<file path="config.mk">
export PLATFORM = sky130hd
export DESIGN_NAME = bgp_session_fsm_core_flat
export DESIGN_NICKNAME = d
export VERILOG_FILES = /design/src/rtl/bsf_pkg.sv /design/src/rtl/bsf_in_if.sv /design/src/rtl/bsf_out_if.sv /design/src/rtl/bgp_session_fsm_core.sv /design/src/rtl/bsf_front.sv /design/src/rtl/bsf_queue.sv /design/src/rtl/bsf_back.sv /design/src/flat_wrapper.sv
export VERILOG_INCLUDE_DIRS = /design/src /design/src/rtl
export SDC_FILE = /design/constraint.sdc
export NUM_CORES = 1
export LEC_CHECK = 0
export BUFFER_PORTS_ARGS = -buffer_cell sky130_fd_sc_hd__buf_4
export CAP_MARGIN = 20
export CORE_ASPECT_RATIO = 2
export CORE_MARGIN = 3
export CORE_UTILIZATION = 45
export DETAILED_ROUTE_END_ITERATION = 7
export RECOVER_POWER = 50
export SLEW_MARGIN = 20
export SYNTH_ARGS = -nofsm -noshare
export SYNTH_HDL_FRONTEND = slang
export SYNTH_HIERARCHICAL = 1
export SYNTH_SLANG_ARGS = --single-unit
export TNS_END_PERCENT = 10
</file>
<file path="constraint.sdc">
create_clock -name clk -period 2.85 [get_ports clk]
set_input_delay 0.285 -clock clk [delete_from_list [all_inputs] [get_ports clk]]
set_output_delay 0.285 -clock clk [all_outputs]
set_load 0.01 [all_outputs]
</file>
<file path="src/rtl/bgp_session_fsm_core_macros.svh">
// ----------------------------------------------------------------------------
// BGP session FSM core - assertion macros
// Shared concurrent assertion wrappers; empty bodies when SYNTHESIS is set.
// ----------------------------------------------------------------------------
`ifndef BGP_SESSION_FSM_CORE_MACROS_SVH
`define BGP_SESSION_FSM_CORE_MACROS_SVH

`ifndef SYNTHESIS
`define BSF_ASSERT_IMP(lbl, clk, rst_n, ante, cons) \
  lbl: assert property (@(posedge clk) disable iff (!rst_n) (ante) |-> (cons)) \
    else $error("bsf assertion failed");
`define BSF_ASSERT_NXT(lbl, clk, rst_n, ante, cons) \
  lbl: assert property (@(posedge clk) disable iff (!rst_n) (ante) |=> (cons)) \
    else $error("bsf assertion failed");
`else
`define BSF_ASSERT_IMP(lbl, clk, rst_n, ante, cons)
`define BSF_ASSERT_NXT(lbl, clk, rst_n, ante, cons)
`endif

`endif

</file>
<file path="src/rtl/bsf_pkg.sv">
// ----------------------------------------------------------------------------
// BGP session FSM package
// State, event, timer, message and notification codes; queue and result types.
// ----------------------------------------------------------------------------
`timescale 1ns / 1ps

package bsf_pkg;

  typedef logic [2:0] state_t;
  typedef logic [3:0] ev_t;
  typedef logic [3:0] cls_t;
  typedef logic [1:0] tmr_t;
  typedef logic [1:0] msg_t;
  typedef logic [2:0] note_t;

  localparam state_t ST_IDLE        = 3'd0;
  localparam state_t ST_CONNECT     = 3'd1;
  localparam state_t ST_ACTIVE      = 3'd2;
  localparam state_t ST_OPENSENT    = 3'd3;
  localparam state_t ST_OPENCONFIRM = 3'd4;
  localparam state_t ST_ESTABLISHED = 3'd5;

  localparam tmr_t TMR_NONE    = 2'd0;
  localparam tmr_t TMR_RESTART = 2'd1;
  localparam tmr_t TMR_ZERO    = 2'd2;
  localparam tmr_t TMR_LARGE   = 2'd3;

  localparam msg_t MSG_NONE      = 2'd0;
  localparam msg_t MSG_OPEN      = 2'd1;
  localparam msg_t MSG_KEEPALIVE = 2'd2;
  localparam msg_t MSG_NOTIFY    = 2'd3;

  localparam ev_t EV_START        = 4'd0;
  localparam ev_t EV_RETRY        = 4'd1;
  localparam ev_t EV_OPEN         = 4'd2;
  localparam ev_t EV_KEEPALIVE    = 4'd3;
  localparam ev_t EV_UPDATE       = 4'd4;
  localparam ev_t EV_KA_TIMER     = 4'd5;
  localparam ev_t EV_HOLD         = 4'd6;
  localparam ev_t EV_NOTIF        = 4'd7;
  localparam ev_t EV_NOTIF_VER    = 4'd8;
  localparam ev_t EV_HEADER_ERR   = 4'd9;
  localparam ev_t EV_OPEN_ERR     = 4'd10;
  localparam ev_t EV_UNSUP_CAP    = 4'd11;
  localparam ev_t EV_UPDATE_ERR   = 4'd12;
  localparam ev_t EV_FSM_ERR      = 4'd13;
  localparam ev_t REASON_TCP_FAIL = 4'd14;

  localparam note_t NOTE_NONE   = 3'd0;
  localparam note_t NOTE_HEADER = 3'd1;
  localparam note_t NOTE_UPDATE = 3'd3;
  localparam note_t NOTE_HOLD   = 3'd4;
  localparam note_t NOTE_FSM    = 3'd5;

  // event classes seen by the back end
  localparam cls_t CLS_RETRY       = 4'd0;
  localparam cls_t CLS_OPEN        = 4'd1;
  localparam cls_t CLS_KEEPALIVE   = 4'd2;
  localparam cls_t CLS_UPDATE      = 4'd3;
  localparam cls_t CLS_KA_TIMER    = 4'd4;
  localparam cls_t CLS_NOTIF       = 4'd5;
  localparam cls_t CLS_OPEN_REJECT = 4'd6;
  localparam cls_t CLS_ERROR       = 4'd7;

  typedef struct packed {
    cls_t  cls;
    ev_t   reason;
    logic  conn;
    logic  fail;
    note_t note;
    note_t note_est;
  } evt_t;

  typedef struct packed {
    state_t next_state;
    tmr_t   retry_timer_action;
    tmr_t   keepalive_timer_action;
    tmr_t   hold_timer_action;
    msg_t   send_message;
    note_t  notify_error;
    logic   clear_retry_count;
    logic   start_connection;
    logic   finish_init;
    logic   reset_request;
    ev_t    reset_reason;
    logic   unexpected_event;
  } res_t;

endpackage

</file>
<file path="src/rtl/bsf_in_if.sv">
// ----------------------------------------------------------------------------
// BGP session FSM event channel
// Valid/ready channel carrying one session event per transaction.
// ----------------------------------------------------------------------------
`timescale 1ns / 1ps

interface bsf_in_if;
  logic       valid;
  logic       ready;
  logic [3:0] event_code;
  logic       connection_ok;
  logic       send_fails;

  modport source (output valid, output event_code, output connection_ok,
                  output send_fails, input ready);
  modport sink   (input valid, input event_code, input connection_ok,
                  input send_fails, output ready);
endinterface

</file>
<file path="src/rtl/bsf_out_if.sv">
// ----------------------------------------------------------------------------
// BGP session FSM result channel
// Valid/ready channel carrying one session action set per transaction.
// ----------------------------------------------------------------------------
`timescale 1ns / 1ps

interface bsf_out_if;
  logic       valid;
  logic       ready;
  logic [2:0] next_state;
  logic [1:0] retry_timer_action;
  logic [1:0] keepalive_timer_action;
  logic [1:0] hold_timer_action;
  logic [1:0] send_message;
  logic [2:0] notify_error;
  logic       clear_retry_count;
  logic       start_connection;
  logic       finish_init;
  logic       reset_request;
  logic [3:0] reset_reason;
  logic       unexpected_event;

  modport source (output valid, output next_state, output retry_timer_action,
                  output keepalive_timer_action, output hold_timer_action,
                  output send_message, output notify_error,
                  output clear_retry_count, output start_connection,
                  output finish_init, output reset_request,
                  output reset_reason, output unexpected_event, input ready);
  modport sink   (input valid, input next_state, input retry_timer_action,
                  input keepalive_timer_action, input hold_timer_action,
                  input send_message, input notify_error,
                  input clear_retry_count, input start_connection,
                  input finish_init, input reset_request,
                  input reset_reason, input unexpected_event, output ready);
endinterface

</file>
<file path="src/rtl/bgp_session_fsm_core.sv">
// ----------------------------------------------------------------------------
// BGP session FSM core
// Per-event BGP session state machine with decoupled classify and execute.
//
//   channel  dir  handshake        transaction
//   in_ch    in   valid / ready    one event: code, connection ok, send fails
//   out_ch   out  valid / ready    one action set: state, timers, message...
//
// One event per cycle sustained while out_ch is not stalled; the queue is written
// at the accepting edge and the event decoded into the output register when popped.
// Throughput is set by the combinational decode on the session state register.
// Synchronous active-low reset returns the session to idle, queue empty.
// in_ch.ready drops only when the event queue holds QUEUE_DEPTH transactions.
// ----------------------------------------------------------------------------
`timescale 1ns / 1ps

module bgp_session_fsm_core #(
  parameter int QUEUE_DEPTH = 2
) (
  input  logic      clk,
  input  logic      rst_n,
  bsf_in_if.sink    in_ch,
  bsf_out_if.source out_ch
);
  import bsf_pkg::*;

  logic q_full;
  logic q_push;
  logic q_pop;
  logic q_valid;
  evt_t q_wdata;
  evt_t q_rdata;

  bsf_front u_front (
    .in_ch   (in_ch),
    .q_full  (q_full),
    .q_push  (q_push),
    .q_wdata (q_wdata)
  );

  bsf_queue #(
    .DEPTH (QUEUE_DEPTH)
  ) u_queue (
    .clk    (clk),
    .rst_n  (rst_n),
    .push   (q_push),
    .wdata  (q_wdata),
    .full   (q_full),
    .pop    (q_pop),
    .rvalid (q_valid),
    .rdata  (q_rdata)
  );

  bsf_back u_back (
    .clk     (clk),
    .rst_n   (rst_n),
    .q_valid (q_valid),
    .q_rdata (q_rdata),
    .q_pop   (q_pop),
    .out_ch  (out_ch)
  );

endmodule

</file>
<file path="src/rtl/bsf_front.sv">
// ----------------------------------------------------------------------------
// BGP session FSM front end
// Accepts events, saturates unknown codes and classifies them for the queue.
// ----------------------------------------------------------------------------
`timescale 1ns / 1ps

module bsf_front (
  bsf_in_if.sink        in_ch,
  input  logic          q_full,
  output logic          q_push,
  output bsf_pkg::evt_t q_wdata
);
  import bsf_pkg::*;

  ev_t ev_sat;

  assign in_ch.ready = !q_full;
  assign q_push      = in_ch.valid && !q_full;

  always_comb begin
    ev_sat = (in_ch.event_code > EV_FSM_ERR) ? EV_FSM_ERR : in_ch.event_code;

    q_wdata        = '0;
    q_wdata.reason = ev_sat;
    q_wdata.conn   = in_ch.connection_ok;
    q_wdata.fail   = in_ch.send_fails;

    unique case (ev_sat)
      EV_RETRY:                   q_wdata.cls = CLS_RETRY;
      EV_OPEN:                    q_wdata.cls = CLS_OPEN;
      EV_KEEPALIVE:               q_wdata.cls = CLS_KEEPALIVE;
      EV_UPDATE:                  q_wdata.cls = CLS_UPDATE;
      EV_KA_TIMER:                q_wdata.cls = CLS_KA_TIMER;
      EV_NOTIF, EV_NOTIF_VER:     q_wdata.cls = CLS_NOTIF;
      EV_OPEN_ERR, EV_UNSUP_CAP:  q_wdata.cls = CLS_OPEN_REJECT;
      default:                    q_wdata.cls = CLS_ERROR;
    endcase

    if (ev_sat == EV_HEADER_ERR) begin
      q_wdata.note = NOTE_HEADER;
    end else if (ev_sat == EV_HOLD) begin
      q_wdata.note = NOTE_HOLD;
    end else begin
      q_wdata.note = NOTE_FSM;
    end

    // update errors are reported as such only once established
    q_wdata.note_est = (ev_sat == EV_UPDATE_ERR) ? NOTE_UPDATE : q_wdata.note;
  end

endmodule

</file>
<file path="src/rtl/bsf_queue.sv">
// ----------------------------------------------------------------------------
// BGP session FSM event queue
// Short register FIFO decoupling the classifier from the state machine.
// ----------------------------------------------------------------------------
`timescale 1ns / 1ps
`include "bgp_session_fsm_core_macros.svh"

module bsf_queue #(
  parameter int DEPTH = 2
) (
  input  logic          clk,
  input  logic          rst_n,
  input  logic          push,
  input  bsf_pkg::evt_t wdata,
  output logic          full,
  input  logic          pop,
  output logic          rvalid,
  output bsf_pkg::evt_t rdata
);
  import bsf_pkg::*;

  localparam int PW = (DEPTH > 1) ? $clog2(DEPTH) : 1;
  localparam int CW = $clog2(DEPTH + 1);
  localparam logic [PW-1:0] LAST     = PW'(DEPTH - 1);
  localparam logic [CW-1:0] FULL_CNT = CW'(DEPTH);

  evt_t          mem_r [DEPTH];
  logic [PW-1:0] wr_ptr_r, wr_ptr_nxt;
  logic [PW-1:0] rd_ptr_r, rd_ptr_nxt;
  logic [CW-1:0] count_r, count_nxt;

  assign full   = (count_r == FULL_CNT);
  assign rvalid = (count_r != '0);
  assign rdata  = mem_r[rd_ptr_r];

  always_comb begin
    wr_ptr_nxt = wr_ptr_r;
    rd_ptr_nxt = rd_ptr_r;
    if (push) begin
      wr_ptr_nxt = (wr_ptr_r == LAST) ? '0 : wr_ptr_r + PW'(1);
    end
    if (pop) begin
      rd_ptr_nxt = (rd_ptr_r == LAST) ? '0 : rd_ptr_r + PW'(1);
    end
    unique case ({push, pop})
      2'b10:   count_nxt = count_r + CW'(1);
      2'b01:   count_nxt = count_r - CW'(1);
      default: count_nxt = count_r;
    endcase
  end

  always_ff @(posedge clk) begin
    if (!rst_n) begin
      wr_ptr_r <= '0;
      rd_ptr_r <= '0;
      count_r  <= '0;
    end else begin
      wr_ptr_r <= wr_ptr_nxt;
      rd_ptr_r <= rd_ptr_nxt;
      count_r  <= count_nxt;
    end
  end

  always_ff @(posedge clk) begin
    if (push) begin
      mem_r[wr_ptr_r] <= wdata;
    end
  end

  `BSF_ASSERT_IMP(a_q_no_overflow, clk, rst_n, push, count_r != FULL_CNT)
  `BSF_ASSERT_IMP(a_q_no_underflow, clk, rst_n, pop, count_r != '0)
  `BSF_ASSERT_NXT(a_q_count_up, clk, rst_n, push && !pop, count_r == $past(count_r) + CW'(1))

endmodule

</file>
<file path="src/rtl/bsf_back.sv">
// ----------------------------------------------------------------------------
// BGP session FSM back end
// Session state register, transition decode and registered result stage.
// ----------------------------------------------------------------------------
`timescale 1ns / 1ps
`include "bgp_session_fsm_core_macros.svh"

module bsf_back (
  input  logic          clk,
  input  logic          rst_n,
  input  logic          q_valid,
  input  bsf_pkg::evt_t q_rdata,
  output logic          q_pop,
  bsf_out_if.source     out_ch
);
  import bsf_pkg::*;

  state_t session_state_r;
  res_t   res_r, res_nxt;
  logic   out_valid_r;

  assign q_pop = q_valid && (!out_valid_r || out_ch.ready);

  always_comb begin
    res_nxt            = '0;
    res_nxt.next_state = session_state_r;

    unique case (session_state_r)
      ST_IDLE: begin
        res_nxt.retry_timer_action     = TMR_RESTART;
        res_nxt.keepalive_timer_action = TMR_ZERO;
        res_nxt.hold_timer_action      = TMR_ZERO;
        res_nxt.start_connection       = 1'b1;
        res_nxt.next_state             = ST_CONNECT;
      end
      ST_CONNECT: begin
        if (q_rdata.cls != CLS_RETRY) begin
          res_nxt.unexpected_event = 1'b1;
        end else if (q_rdata.conn) begin
          res_nxt.retry_timer_action = TMR_ZERO;
          res_nxt.clear_retry_count  = 1'b1;
          res_nxt.hold_timer_action  = TMR_LARGE;
          res_nxt.finish_init        = 1'b1;
          res_nxt.send_message       = MSG_OPEN;
          res_nxt.next_state         = ST_OPENSENT;
          if (q_rdata.fail) begin
            res_nxt.next_state    = ST_IDLE;
            res_nxt.reset_request = 1'b1;
            res_nxt.reset_reason  = REASON_TCP_FAIL;
          end
        end else begin
          res_nxt.next_state    = ST_IDLE;
          res_nxt.reset_request = 1'b1;
          res_nxt.reset_reason  = REASON_TCP_FAIL;
        end
      end
      ST_OPENSENT: begin
        if (q_rdata.cls == CLS_OPEN) begin
          res_nxt.retry_timer_action     = TMR_ZERO;
          res_nxt.keepalive_timer_action = TMR_RESTART;
          res_nxt.hold_timer_action      = TMR_RESTART;
          res_nxt.send_message           = MSG_KEEPALIVE;
          res_nxt.next_state             = ST_OPENCONFIRM;
          if (q_rdata.fail) begin
            res_nxt.next_state    = ST_IDLE;
            res_nxt.reset_request = 1'b1;
            res_nxt.reset_reason  = REASON_TCP_FAIL;
          end
        end else begin
          if (q_rdata.cls != CLS_OPEN_REJECT) begin
            res_nxt.send_message = MSG_NOTIFY;
            res_nxt.notify_error = q_rdata.note;
          end
          res_nxt.next_state    = ST_IDLE;
          res_nxt.reset_request = 1'b1;
          res_nxt.reset_reason  = q_rdata.reason;
        end
      end
      ST_OPENCONFIRM: begin
        if (q_rdata.cls == CLS_KEEPALIVE) begin
          res_nxt.hold_timer_action = TMR_RESTART;
          res_nxt.next_state        = ST_ESTABLISHED;
        end else if (q_rdata.cls == CLS_KA_TIMER) begin
          res_nxt.keepalive_timer_action = TMR_RESTART;
          res_nxt.send_message           = MSG_KEEPALIVE;
          if (q_rdata.fail) begin
            res_nxt.next_state    = ST_IDLE;
            res_nxt.reset_request = 1'b1;
            res_nxt.reset_reason  = q_rdata.reason;
          end
        end else begin
          if (q_rdata.cls != CLS_NOTIF) begin
            res_nxt.send_message = MSG_NOTIFY;
            res_nxt.notify_error = q_rdata.note;
          end
          res_nxt.next_state    = ST_IDLE;
          res_nxt.reset_request = 1'b1;
          res_nxt.reset_reason  = q_rdata.reason;
        end
      end
      ST_ESTABLISHED: begin
        if (q_rdata.cls == CLS_KEEPALIVE) begin
          res_nxt.hold_timer_action = TMR_RESTART;
        end else if (q_rdata.cls == CLS_UPDATE) begin
          res_nxt.hold_timer_action = TMR_RESTART;
          res_nxt.clear_retry_count = 1'b1;
        end else if (q_rdata.cls == CLS_KA_TIMER) begin
          res_nxt.keepalive_timer_action = TMR_RESTART;
          res_nxt.send_message           = MSG_KEEPALIVE;
          if (q_rdata.fail) begin
            res_nxt.next_state    = ST_IDLE;
            res_nxt.reset_request = 1'b1;
            res_nxt.reset_reason  = REASON_TCP_FAIL;
          end
        end else begin
          if (q_rdata.cls != CLS_NOTIF) begin
            res_nxt.send_message = MSG_NOTIFY;
            res_nxt.notify_error = q_rdata.note_est;
          end
          res_nxt.next_state    = ST_IDLE;
          res_nxt.reset_request = 1'b1;
          res_nxt.reset_reason  = q_rdata.reason;
        end
      end
      default: begin
        // active and unused codes hold
      end
    endcase
  end

  always_ff @(posedge clk) begin
    if (!rst_n) begin
      session_state_r <= ST_IDLE;
      out_valid_r     <= 1'b0;
    end else begin
      if (q_pop) begin
        session_state_r <= res_nxt.next_state;
        out_valid_r     <= 1'b1;
      end else if (out_ch.ready) begin
        out_valid_r <= 1'b0;
      end
    end
  end

  always_ff @(posedge clk) begin
    if (q_pop) begin
      res_r <= res_nxt;
    end
  end

  assign out_ch.valid                  = out_valid_r;
  assign out_ch.next_state             = res_r.next_state;
  assign out_ch.retry_timer_action     = res_r.retry_timer_action;
  assign out_ch.keepalive_timer_action = res_r.keepalive_timer_action;
  assign out_ch.hold_timer_action      = res_r.hold_timer_action;
  assign out_ch.send_message           = res_r.send_message;
  assign out_ch.notify_error           = res_r.notify_error;
  assign out_ch.clear_retry_count      = res_r.clear_retry_count;
  assign out_ch.start_connection       = res_r.start_connection;
  assign out_ch.finish_init            = res_r.finish_init;
  assign out_ch.reset_request          = res_r.reset_request;
  assign out_ch.reset_reason           = res_r.reset_reason;
  assign out_ch.unexpected_event       = res_r.unexpected_event;

  `BSF_ASSERT_IMP(a_state_legal, clk, rst_n, 1'b1, session_state_r <= ST_ESTABLISHED)
  `BSF_ASSERT_IMP(a_reset_to_idle, clk, rst_n, out_valid_r && res_r.reset_request, res_r.next_state == ST_IDLE)
  `BSF_ASSERT_IMP(a_unexp_quiet, clk, rst_n, out_valid_r && res_r.unexpected_event, res_r.next_state == ST_CONNECT && res_r.send_message == MSG_NONE)
  `BSF_ASSERT_NXT(a_pop_shows, clk, rst_n, q_pop, out_valid_r && session_state_r == res_r.next_state)

endmodule

</file>
<file path="src/flat_wrapper.sv">
// flat-port wrapper written by rule: the top's interface ports become plain ports
module bgp_session_fsm_core_flat import bsf_pkg::*;
#(
  parameter int QUEUE_DEPTH = 2
)
  (clk, rst_n, in_ch_valid, in_ch_event_code, in_ch_connection_ok, in_ch_send_fails, in_ch_ready, out_ch_valid, out_ch_next_state, out_ch_retry_timer_action, out_ch_keepalive_timer_action, out_ch_hold_timer_action, out_ch_send_message, out_ch_notify_error, out_ch_clear_retry_count, out_ch_start_connection, out_ch_finish_init, out_ch_reset_request, out_ch_reset_reason, out_ch_unexpected_event, out_ch_ready);
  bsf_in_if in_ch_i ();
  bsf_out_if out_ch_i ();
  input  logic clk;
  input  logic rst_n;
  input wire logic [$bits(in_ch_i.valid)-1:0] in_ch_valid;
  input wire logic [$bits(in_ch_i.event_code)-1:0] in_ch_event_code;
  input wire logic [$bits(in_ch_i.connection_ok)-1:0] in_ch_connection_ok;
  input wire logic [$bits(in_ch_i.send_fails)-1:0] in_ch_send_fails;
  output wire logic [$bits(in_ch_i.ready)-1:0] in_ch_ready;
  output wire logic [$bits(out_ch_i.valid)-1:0] out_ch_valid;
  output wire logic [$bits(out_ch_i.next_state)-1:0] out_ch_next_state;
  output wire logic [$bits(out_ch_i.retry_timer_action)-1:0] out_ch_retry_timer_action;
  output wire logic [$bits(out_ch_i.keepalive_timer_action)-1:0] out_ch_keepalive_timer_action;
  output wire logic [$bits(out_ch_i.hold_timer_action)-1:0] out_ch_hold_timer_action;
  output wire logic [$bits(out_ch_i.send_message)-1:0] out_ch_send_message;
  output wire logic [$bits(out_ch_i.notify_error)-1:0] out_ch_notify_error;
  output wire logic [$bits(out_ch_i.clear_retry_count)-1:0] out_ch_clear_retry_count;
  output wire logic [$bits(out_ch_i.start_connection)-1:0] out_ch_start_connection;
  output wire logic [$bits(out_ch_i.finish_init)-1:0] out_ch_finish_init;
  output wire logic [$bits(out_ch_i.reset_request)-1:0] out_ch_reset_request;
  output wire logic [$bits(out_ch_i.reset_reason)-1:0] out_ch_reset_reason;
  output wire logic [$bits(out_ch_i.unexpected_event)-1:0] out_ch_unexpected_event;
  input wire logic [$bits(out_ch_i.ready)-1:0] out_ch_ready;
  assign in_ch_i.valid = in_ch_valid;
  assign in_ch_i.event_code = in_ch_event_code;
  assign in_ch_i.connection_ok = in_ch_connection_ok;
  assign in_ch_i.send_fails = in_ch_send_fails;
  assign in_ch_ready = in_ch_i.ready;
  assign out_ch_valid = out_ch_i.valid;
  assign out_ch_next_state = out_ch_i.next_state;
  assign out_ch_retry_timer_action = out_ch_i.retry_timer_action;
  assign out_ch_keepalive_timer_action = out_ch_i.keepalive_timer_action;
  assign out_ch_hold_timer_action = out_ch_i.hold_timer_action;
  assign out_ch_send_message = out_ch_i.send_message;
  assign out_ch_notify_error = out_ch_i.notify_error;
  assign out_ch_clear_retry_count = out_ch_i.clear_retry_count;
  assign out_ch_start_connection = out_ch_i.start_connection;
  assign out_ch_finish_init = out_ch_i.finish_init;
  assign out_ch_reset_request = out_ch_i.reset_request;
  assign out_ch_reset_reason = out_ch_i.reset_reason;
  assign out_ch_unexpected_event = out_ch_i.unexpected_event;
  assign out_ch_i.ready = out_ch_ready;
  bgp_session_fsm_core #(.QUEUE_DEPTH(QUEUE_DEPTH)) u_core (.clk(clk), .rst_n(rst_n), .in_ch(in_ch_i), .out_ch(out_ch_i));
endmodule
</file>
==> results of run 1 <==
## stage by stage
step / total power [W] / area, µm² / setup slack [ns] / instances / hold slack [ns]
floorplan: 0.00193 / 3070 / 0.499 / 240 / 0.403
finish: 0.00302 / 3460 / 0.295 / 357 / 0.181
detailed placement: 0.00224 / 3320 / 0.304 / 341 / 0.482
global placement: 0.00223 / 3320 / 0.295 / 341 / 0.471
global route: 0.00320 / 3460 / 0.226 / 357 / 0.185
CTS: 0.00318 / 3570 / 0.300 / 357 / 0.137
## final timing paths
| check | to |
|---|---|
| setup / recovery | u_core/u_back/out_ch.reset_reason[1]$_DFFE_PP_ |
| hold / removal | u_core/u_queue/mem_r[0][7]$_DFFE_PP_ |
| setup reg to reg | u_core/u_back/out_ch.reset_reason[1]$_DFFE_PP_ |
| hold reg to reg | u_core/u_queue/count_r[1]$_SDFFE_PN0P_ |
## layer usage
layer	share of wire, %	wire, µm
met1	37	2130
met2	56	3180
met3	4.2	241
met4	2.8	159
met5	0	0
## flip-flops by register name, indices dropped and copies added, names as in the netlist, named ones only
register / flops
u_core/u_back/out_ch.clear_retry_count: 1
u_core/u_back/out_ch.unexpected_event: 1
u_core/u_queue/count_r: 2
u_core/u_queue/wr_ptr_r: 1
u_core/u_back/out_ch.valid: 1
u_core/u_back/out_ch.reset_reason: 4
u_core/u_back/out_ch.reset_request: 1
u_core/u_back/session_state_r: 3
u_core/u_back/out_ch.keepalive_timer_action: 2
u_core/u_queue/rd_ptr_r: 1
u_core/u_back/out_ch.retry_timer_action: 1
u_core/u_back/out_ch.notify_error: 3
u_core/u_back/out_ch.finish_init: 1
u_core/u_back/out_ch.send_message: 2
u_core/u_back/out_ch.next_state: 3
u_core/u_back/out_ch.hold_timer_action: 2
u_core/u_queue/mem_r: 32
## layout make-up
| cell class | instances | area share [%] |
|---|---|---|
| Sequential cell | 62 | 51.2 |
| Multi-Input combinational cell | 147 | 32.4 |
| Clock buffer | 12 | 6.83 |
| Tap cell | 86 | 3.11 |
| Inverter | 7 | 0.759 |
| Timing Repair Buffer | 39 | 5.21 |
| Clock inverter | 4 | 0.506 |
## power by group
group,internal [W],switching [W]
clock network,0.000577,0.000340
logic,0.000282,0.000485
registers,0.00124,0.0000955
total,0.00210,0.000921
## cells in the mapped netlist (5+ instances only)
master and number:
nand2b_1 10, buf_2 8, mux2_2 16, edfxtp_1 53
nor2_1 6, buf_4 6, o21ai_0 10, clkbuf_1 6
nand2_1 11, nor2b_1 5, dfxtp_1 9, and2_1 5
inv_1 7
## cell families after synthesis
logic type,after synthesis
AOI/OAI and AO/OA,53
xor gates and xnor gates,4
adders and majority gates,2
buffers and inverters,31
DFF,62
muxes,17
other,1
and+or+nand+nor,69
## critical path, delay by kind of cell (launching register included)
family	cells	cell delay [ns]
buffers and inverters	2	0.45
flip-flops	1	0.53
AO/OA/AOI/OAI	3	0.83
multiplexers	1	0.49
==> results.ini, run 1 <==
[floorplanning]
dieArea_mm2 = 0.00789
die_y_um = 123
die_w_um = 64.3
ioPinCount = 35
fp.coreArea_mm2 = 0.00646
rows = 41
start_util_pct = 47.4

[clocking]
cts-root-buf = clkbuf_16
cts_resized = 0
cts.path.max_buffers = 2
insertion_delay_ns = 0.33
cts_made_buffers = 9
h-tree-depth = 3
cts_tree = done
clkSinkCount = 62
postCtsSetupRepairBufs = 0
clk_pin_slew_ns = 0.05
cts_hold_buf = 0

[layout]
layout-drive-gt1-share_pct = 17.7
layout_common_cells = edfxtp_1 (53), clkbuf_1 (33), mux2_2 (16), nand2_1 (11)
fin_util_pct = 53.5
seq_area_mm2 = 0.00177
nNetsFinal = 278
multiInputGateArea_mm2 = 0.00112
nFillCells = 624
final_common_cell = edfxtp_1
antenna-diode-count = 0
syn_to_final_growth_pct = 13.0

[logic_synthesis]
yosysSeqAreaShare_pct = 57.9
netlist_instances = 239
synth.area.top_cells = edfxtp_1 (52%), dfxtp_1 (5.9%), mux2_2 (5.9%), nand2b_1 (2.0%), o21ai_0 (1.6%)
synth.distinct_cells = 63
yosys_most_used_dff = edfxtp_1
yosysTopAreaCellShare_pct = 52.0
syn_area_mm2 = 0.00306
synth_edf_count = 53
async_flop_share_pct = 0
synth_adder_area_share_pct = 0.817
synth-xor-area-share_pct = 1.14
synth-simple-area-share_pct = 14.6
synth_compound_area_share_pct = 13.6
synth_top_family_by_area = simple AND/OR/NAND/NOR gates
yosys_warnings = 6
post-synth-top-area-cell = edfxtp_1
synth_mux_area_share_pct = 6.21
synth.avg_cell_area_um2 = 12.8
ys_ff_latch = 62

[timing]
rsz0062_at_grt = no
layout_min_cycle_time_ns = 2.56
hold_violations = 0
fin_setup_tns_ns = 0
clock_skew_ns = 0.00914
finalCritPeriodShare_pct = 89.7
setup_viol_count_final = 0
worst-slew-pin-transition_ns = 1.22
slew_headroom_pct = 18.8
fmax_ghz = 0.391
slew_viol_final = 0

[global_routing]
grt_max_degree = 25
met3_usage_pct = 4.12
grt_pass1_wl_um = 9210
antenna_found_initial = 0
grtUsageMet2_pct = 27.5
grt_pass1_vias = 1881
use_met1_pct = 16.3
overflow = 0
grt_most_used_layer = met2
grtUsageTotal_pct = 16.1

[setup_path]
crit_path_frequent_cell = buf_4
critPathKind = reg2reg
critical_path_required_ns = 2.93
startpoint_type = flop
cp-end-kind = flop
r2r_cells = 6
regToRegSetupSlack_ns = 0.29
cp_data_arrival_time_ns = 2.63
crit_fanout = 17
worstPathCellList = buf_4, mux2_2, o41ai_1, buf_4, o21ai_1, a21o_1
slowest_delay_ns = 0.59
cp_slowest_cell = o41ai_1

[route]
wirelength_um = 5700
drcViolationCount = 0
drt_iter0_drc = 138
viasPerCell = 5.41
dr.pass1.iters = 4
postRouteAntennaNets = 0
vias = 1933
routedWlPerCell_um = 16.0

[place]
port_buffers = 34
gp_congestion = 0.834
hpwl_um = 4020

[min_path]
whs_path_depth = 1
hp-start = in_ch_connection_ok
worstHoldPathType = in2reg

[power_and_ir_drop]
vdd_drop_max_uv = 465
p_leak_nw = 1.18
p_per_area_mw_per_mm2 = 873

[run_status]
outcome = completed

[job]
cap_violations = 0

Note: power is estimated with default switching activity, not from simulation.
==> run 2: changes to the inputs <==
--- a/config.mk
+++ b/config.mk
@@ -12,7 +12,7 @@
 export CORE_MARGIN = 3
 export CORE_UTILIZATION = 45
 export DETAILED_ROUTE_END_ITERATION = 7
-export RECOVER_POWER = 50
+export RECOVER_POWER = 100
 export SLEW_MARGIN = 20
 export SYNTH_ARGS = -nofsm -noshare
 export SYNTH_HDL_FRONTEND = slang
==> run 2 against run 1 <==
Net effect:
- combinational power decreased by 2%
- sequential power is essentially flat
- clock skew shrank 0.00063 ns
- hold slack about the same
- sequential share of layout area rose by 0.45 points
- cell count unchanged
- maximum frequency down 2.8%
- register-to-register slack got worse by 0.07 ns
- total power is 0.41% lower
- critical endpoint unchanged
- largest power group unchanged
==> results.ini, run 2 (synthesis gave the netlist of run 1 again) <==
[power_and_ir_drop]
p_leak_nw = 1.16  ; -1.8%
vdd_drop_max_uv = 465  ; about the same
p_int_w = 0.00209  ; -0.35%
p_seq_share_pct = 44.5  ; +0.2 points
p_comb_share_pct = 24.9  ; -0.5 points
p_per_area_mw_per_mm2 = 877  ; +0.47%
p_sw_share_pct = 30.4  ; -0.040 points
power_w = 0.00301  ; -0.41%
clock_power_share_pct = 30.6  ; +0.3 points
p_switching_w = 0.000916  ; -0.54%

[clocking]
insertion_delay_ns = 0.33  ; about the same
postCtsSetupRepairBufs = 0  ; unchanged
cts_hold_buf = 0  ; unchanged
clk_pin_slew_ns = 0.05  ; about the same
cts-root-buf = clkbuf_16
cts_tree = done
cts_made_buffers = 9  ; unchanged
cts_resized = 0  ; unchanged
h-tree-depth = 3  ; unchanged
clkSinkCount = 62  ; unchanged
cts.path.max_buffers = 2  ; unchanged

[layout]
syn_to_final_growth_pct = 12.1
regMostFlops = u_core/u_queue/mem_r
final_cell_count_no_fill = 357  ; unchanged
fin_area_mm2 = 0.00343  ; -0.87%
layout-drive-gt1-share_pct = 15.5  ; -2.2 points
multiInputGateArea_mm2 = 0.00110  ; -2.0%
layout_common_cells = edfxtp_1 (53), clkbuf_1 (35), mux2_2 (15), nand2_1 (11), o21ai_0 (11)
final_common_cell = edfxtp_1
nNetsFinal = 278  ; unchanged
antenna-diode-count = 0  ; unchanged
seq_area_mm2 = 0.00177  ; unchanged
largest_reg_flops = 32  ; unchanged
nFillCells = 629  ; +0.80%

[floorplanning]
die_w_um = 64.3  ; unchanged
die_y_um = 123  ; unchanged
dieArea_mm2 = 0.00789  ; unchanged
start_util_pct = 47.4  ; unchanged
rows = 41  ; unchanged
ioPinCount = 35  ; unchanged
fp.coreArea_mm2 = 0.00646  ; unchanged

[setup_path]
cp_data_arrival_time_ns = 2.71  ; +0.08 ns
critPathCapture = u_core/u_back/out_ch.reset_reason[1]$_DFFE_PP_
regToRegSetupSlack_ns = 0.22  ; -0.07 ns
startpoint_type = flop
crit_fanout = 13  ; -4
slowest_delay_ns = 0.54  ; -0.05 ns
critical-path-top-delay-family = compound AO/OA/AOI/OAI gates
cp_slowest_cell = dfxtp_1
critPathBufInv = 1  ; -1
worstPathCellList = mux2_1, or2b_1, o41ai_1, buf_4, o21ai_0, a21o_1
cp-end-kind = flop
cp.depth = 6  ; unchanged
r2r_cells = 6  ; unchanged
critPathKind = reg2reg
reg2reg_to = u_core/u_back/out_ch.reset_reason[1]$_DFFE_PP_
critical_path_required_ns = 2.93  ; about the same

[place]
hpwl_um = 4020  ; unchanged
pre_cts_ws_ns = 0.304  ; unchanged
gp_congestion = 0.834  ; unchanged
place_inst = 341  ; unchanged
placed_area_mm2 = 0.00332  ; unchanged
port_buffers = 34  ; unchanged

[global_routing]
grt_pass1_wl_um = 9210  ; unchanged
grt_pass1_vias = 1881  ; unchanged
antenna_found_initial = 0  ; unchanged
overflow = 0  ; unchanged
grt_max_degree = 25  ; unchanged
grtUsageTotal_pct = 16.1  ; unchanged

[route]
vias = 1956  ; +1.2%
postRouteAntennaNets = 0  ; unchanged
wirelength_um = 5690  ; -0.19%
dr.pass1.iters = 4  ; unchanged
drcViolationCount = 0  ; unchanged
routedWlPerCell_um = 15.9  ; -0.19%
drt_iter0_drc = 152  ; +10%
viasPerCell = 5.48  ; +1.2%

[timing]
slew_headroom_pct = 18.0  ; -0.74 points
fin_ws_ns = 0.221  ; -0.0737 ns
layout_min_cycle_time_ns = 2.63  ; +0.0736 ns
worst-slew-pin-transition_ns = 1.23  ; +0.0112 ns
hold_violations = 0  ; unchanged
slew_viol_final = 0  ; unchanged
fin_setup_tns_ns = 0  ; unchanged
finalCritPeriodShare_pct = 92.2  ; +2.6 points
rsz0062_at_grt = no
clock_skew_ns = 0.00852  ; -0.000629 ns
fmax_ghz = 0.380  ; -2.8%
setup_viol_count_final = 0  ; unchanged

[min_path]
worstHoldPathType = in2reg

[job]
cap_violations = 0  ; unchanged

[run_status]
outcome = completed

==> run 2: layout make-up <==
cell class	count	area share (%)
repair buffers	39	5.03
clock buffers	12	6.89
well taps	86	3.14
multi-input cells	147	32.0
inverters	7	0.766
clock inverters	4	0.511
flip-flops and latches	62	51.6
==> run 2: per-layer routing <==
layer / up-vias / global-route usage (%) / wire (µm)
li1: 948 / - / -
met5: - / 0 / 0
met1: 932 / 16.3 / 2120
met4: 0 / 12.8 / 212
met3: 16 / 4.12 / 238
met2: 60 / 27.5 / 3120
==> run 2: metrics by stage <==
| step | hold slack [ns] | util [%] |
|---|---|---|
| after global placement | 0.471 | 51.4 |
| after floorplan | 0.403 | - |
| after global routing | 0.185 | 53.1 |
| final | 0.180 | 53.1 |
| after CTS | 0.137 | 55.3 |
| after detailed placement | 0.482 | 51.4 |
==> run 2: worst register-to-register path: stages (launching register included) <==
cell and delay (ns):
dfxtp_1 0.54, mux2_1 0.54, or2b_1 0.36, o41ai_1 0.47, buf_4 0.20, o21ai_0 0.07
a21o_1 0.19
==> run 2: worst min path at each step <==
stage | startpoint | to | slack [ns] | depth (start not counted)
after floorplan | rst_n | u_core/u_queue/wr_ptr_r$_SDFFE_PN0P_ | 0.40 | 1
after global placement | in_ch_send_fails | u_core/u_queue/mem_r[0][6]$_DFFE_PP_ | 0.47 | 1
after detailed placement | in_ch_send_fails | u_core/u_queue/mem_r[0][6]$_DFFE_PP_ | 0.48 | 1
after CTS | in_ch_send_fails | u_core/u_queue/mem_r[1][6]$_DFFE_PP_ | 0.14 | 1
after global routing | in_ch_connection_ok | u_core/u_queue/mem_r[1][7]$_DFFE_PP_ | 0.18 | 1
final | in_ch_connection_ok | u_core/u_queue/mem_r[0][7]$_DFFE_PP_ | 0.18 | 1
==> run 2: power by group through the flow <==
stage          clock, W  combinational [W]  sequential (W)
2_1_floorplan         0           0.000541         0.00138
3_3_place_gp          0           0.000878         0.00135
3_5_place_dp          0           0.000884         0.00136
4_1_cts        0.000949           0.000890         0.00134
5_1_grt        0.000994           0.000833         0.00136
6_report       0.000920           0.000751         0.00134
==> run 3: changes to the inputs <==
--- a/config.mk
+++ b/config.mk
@@ -6,6 +6,7 @@
 export SDC_FILE = /design/constraint.sdc
 export NUM_CORES = 1
 export LEC_CHECK = 0
+export ABC_AREA = 1
 export BUFFER_PORTS_ARGS = -buffer_cell sky130_fd_sc_hd__buf_4
 export CAP_MARGIN = 20
 export CORE_ASPECT_RATIO = 2
@@ -13,6 +14,7 @@
 export CORE_UTILIZATION = 45
 export DETAILED_ROUTE_END_ITERATION = 7
 export RECOVER_POWER = 100
+export SETUP_SLACK_MARGIN = 0.02
 export SLEW_MARGIN = 20
 export SYNTH_ARGS = -nofsm -noshare
 export SYNTH_HDL_FRONTEND = slang
==> run 3 against run 2 <==
Net effect:
- maximum frequency is 11% higher
- utilization rose by 0.86 points
- die area decreased by 2.7%
- critical path depth up 3
- count of clock-buffer cells in the layout is 2 lower
- routed wire length shrank 6.3%
- sequential share of layout area stayed put
- critical path type unchanged
==> results.ini, run 3 <==
[run_status]
outcome = completed

[clocking]
postCtsSetupRepairBufs = 0  ; unchanged
clkSinkCount = 62  ; unchanged
cts_resized = 0  ; unchanged
h-tree-depth = 3  ; unchanged
cts-root-buf = clkbuf_16
insertion_delay_ns = 0.33  ; about the same
cts_made_buffers = 9  ; unchanged
clk_pin_slew_ns = 0.05  ; about the same
cts_hold_buf = 0  ; unchanged
cts.path.max_buffers = 2  ; unchanged
cts_tree = done

[logic_synthesis]
synth.avg_cell_area_um2 = 10.5  ; -18%
yosysSeqAreaShare_pct = 59.6  ; +1.8 points
synth.distinct_cells = 31  ; -51%
yosysTopAreaCellShare_pct = 53.6  ; +1.6 points
yosys_most_used_dff = edfxtp_1
yosys_warnings = 6  ; unchanged
syn_area_mm2 = 0.00297  ; -2.9%
yosys.cell_count.top_type = nand2_1
post-synth-top-area-cell = edfxtp_1
synth_top_cells_by_count = nand2_1 (56), edfxtp_1 (53), inv_1 (31)
ys_ff_latch = 62  ; unchanged
async_flop_share_pct = 0  ; unchanged
netlist_instances = 282  ; +18%
synth.area.top_cells = edfxtp_1 (54%), nand2_1 (7.1%), dfxtp_1 (6.1%), mux2_4 (5.1%), inv_1 (3.9%)
synth_edf_count = 53  ; unchanged

[global_routing]
grtUsageTotal_pct = 15.6  ; -0.51 points
overflow = 0  ; unchanged
grt_pass1_vias = 2035  ; +8.2%
grt_max_degree = 26  ; +4.0%
antenna_found_initial = 0  ; unchanged
grt_pass1_wl_um = 8800  ; -4.4%

[place]
pre_cts_ws_ns = 0.558  ; +0.255 ns
port_buffers = 34  ; unchanged
gp_congestion = 0.858  ; +2.8%
hpwl_um = 4190  ; +4.2%

[floorplanning]
die_w_um = 63.5  ; -1.3%
dieArea_mm2 = 0.00767  ; -2.7%
die_y_um = 121  ; -1.4%
ioPinCount = 35  ; unchanged
rows = 41  ; unchanged
fp.coreArea_mm2 = 0.00636  ; -1.6%
start_util_pct = 46.7  ; -0.65 points

[setup_path]
cp_slowest_cell = dfxtp_1
critical-path-top-delay-family = simple AND/OR/NAND/NOR gates
critical_path_required_ns = 3.02  ; +0.09 ns
startpoint_type = flop
worstPathCellList = buf_4, mux2_1, nor2_1, nand3_1, nor2_2, inv_1, nand4_1, clkinv_1, a21oi_1
critPathKind = reg2reg
cp-end-kind = flop
cp.depth = 9  ; +3
r2r_cells = 9  ; +3
crit_fanout = 10  ; -3
slowest_delay_ns = 0.49  ; -0.05 ns
cp_data_arrival_time_ns = 2.53  ; -0.18 ns
critPathBufInv = 3  ; +2

[route]
postRouteAntennaNets = 0  ; unchanged
routedWlPerCell_um = 13.0  ; -19%
viasPerCell = 4.89  ; -11%
drt_iter0_drc = 68  ; -55%
vias = 2009  ; +2.7%
dr.pass1.iters = 4  ; unchanged
drcViolationCount = 0  ; unchanged
wirelength_um = 5340  ; -6.3%

[layout]
nNetsFinal = 332  ; +19%
regMostFlops = u_core/u_queue/mem_r
final_common_cell = nand2_1
layout-drive-gt1-share_pct = 15.4  ; -0.11 points
antenna-diode-count = 0  ; unchanged
largest_reg_flops = 32  ; unchanged
layout_common_cells = nand2_1 (56), edfxtp_1 (53), inv_1 (32), nor2_1 (32), clkbuf_1 (30)
syn_to_final_growth_pct = 15.5
fin_util_pct = 53.9  ; +0.86 points

[timing]
setup_viol_count_final = 0  ; unchanged
fmax_ghz = 0.423  ; +11%
slew_headroom_pct = 19.1  ; +1.1 points
fin_setup_tns_ns = 0  ; unchanged
clock_skew_ns = 0.00372  ; -0.00479 ns
layout_min_cycle_time_ns = 2.36  ; -0.265 ns
worst-slew-pin-transition_ns = 1.21  ; -0.0164 ns
fin_ws_ns = 0.485  ; +0.265 ns
rsz0062_at_grt = no
finalCritPeriodShare_pct = 83.0  ; -9.3 points
hold_violations = 0  ; unchanged
slew_viol_final = 0  ; unchanged

[power_and_ir_drop]
p_leak_nw = 1.38  ; +19%
vdd_drop_max_uv = 512  ; +10%
p_per_area_mw_per_mm2 = 1080  ; +24%

[min_path]
worstHoldPathType = in2reg
whs_path_depth = 1  ; unchanged

[job]
cap_violations = 0  ; unchanged

run 3: cells by family (layout without fill, tap and decap cells):
kind of cell    count (synthesis)  after routing  share of synthesized area (%)
simple gates                  130            130                           19.9
flops                          62             62                           59.6
buf+inv                        48             90                           7.87
compound gates                 23             23                           4.34
mux                            16             16                           7.33
fa+ha+maj                       2              2                          0.842
other cells                     1              2                          0.126
run 3: final timing paths:
kind                                                 from                                             end  slack (ns)
hold / removal                           in_ch_send_fails            u_core/u_queue/mem_r[0][6]$_DFFE_PP_        0.16
hold reg to reg   u_core/u_back/out_ch.valid$_SDFFE_PN0P_         u_core/u_back/out_ch.valid$_SDFFE_PN0P_        0.49
setup / recovery                                     flop  u_core/u_back/out_ch.reset_reason[2]$_DFFE_PP_        0.49
setup reg to reg                                     flop  u_core/u_back/out_ch.reset_reason[2]$_DFFE_PP_        0.49
run 3: power breakdown:
group | total [W] | internal (W) | switching [W]
clock | 0.00109 | 0.000752 | 0.000342
sequential | 0.00147 | 0.00135 | 0.000118
combinational | 0.00115 | 0.000394 | 0.000761
total | 0.00372 | 0.00250 | 0.00122
run 3: through the flow:
| step | cell area (µm²) | hold slack, ns | std cells | total power, W |
|---|---|---|---|---|
| floorplan | 2980 | 0.406 | 283 | 0.00239 |
| global placement | 3270 | 0.470 | 395 | 0.00281 |
| detailed placement | 3270 | 0.473 | 395 | 0.00282 |
| CTS | 3570 | 0.131 | 411 | 0.00393 |
| global route | 3430 | 0.156 | 411 | 0.00397 |
| finish | 3430 | 0.164 | 411 | 0.00372 |
run 3: final cells by class:
cell class	instances	area (µm²)
fill	623	2930
sequential	62	1770
multi-input combinational	173	938
clock buffer	10	229
timing repair buffer	37	169
inverter	37	139
tap	86	108
clock inverter	6	76.3
run 3: worst register-to-register path, stage by stage, from the launching register on:
cell      delay (ns)
dfxtp_1         0.49
buf_4           0.27
mux2_1          0.43
nor2_1          0.22
nand3_1         0.16
nor2_2          0.20
inv_1           0.08
nand4_1         0.11
clkinv_1        0.09
a21oi_1         0.14
run 3: routing by layer:
layer / vias up / GRT usage [%] / share of wire (%)
met3: 24 / 4.73 / 4.3
met2: 54 / 28.2 / 57
met1: 903 / 13.6 / 34
met5: - / 0 / 0
li1: 1028 / - / -
met4: 0 / 12.7 / 4.6
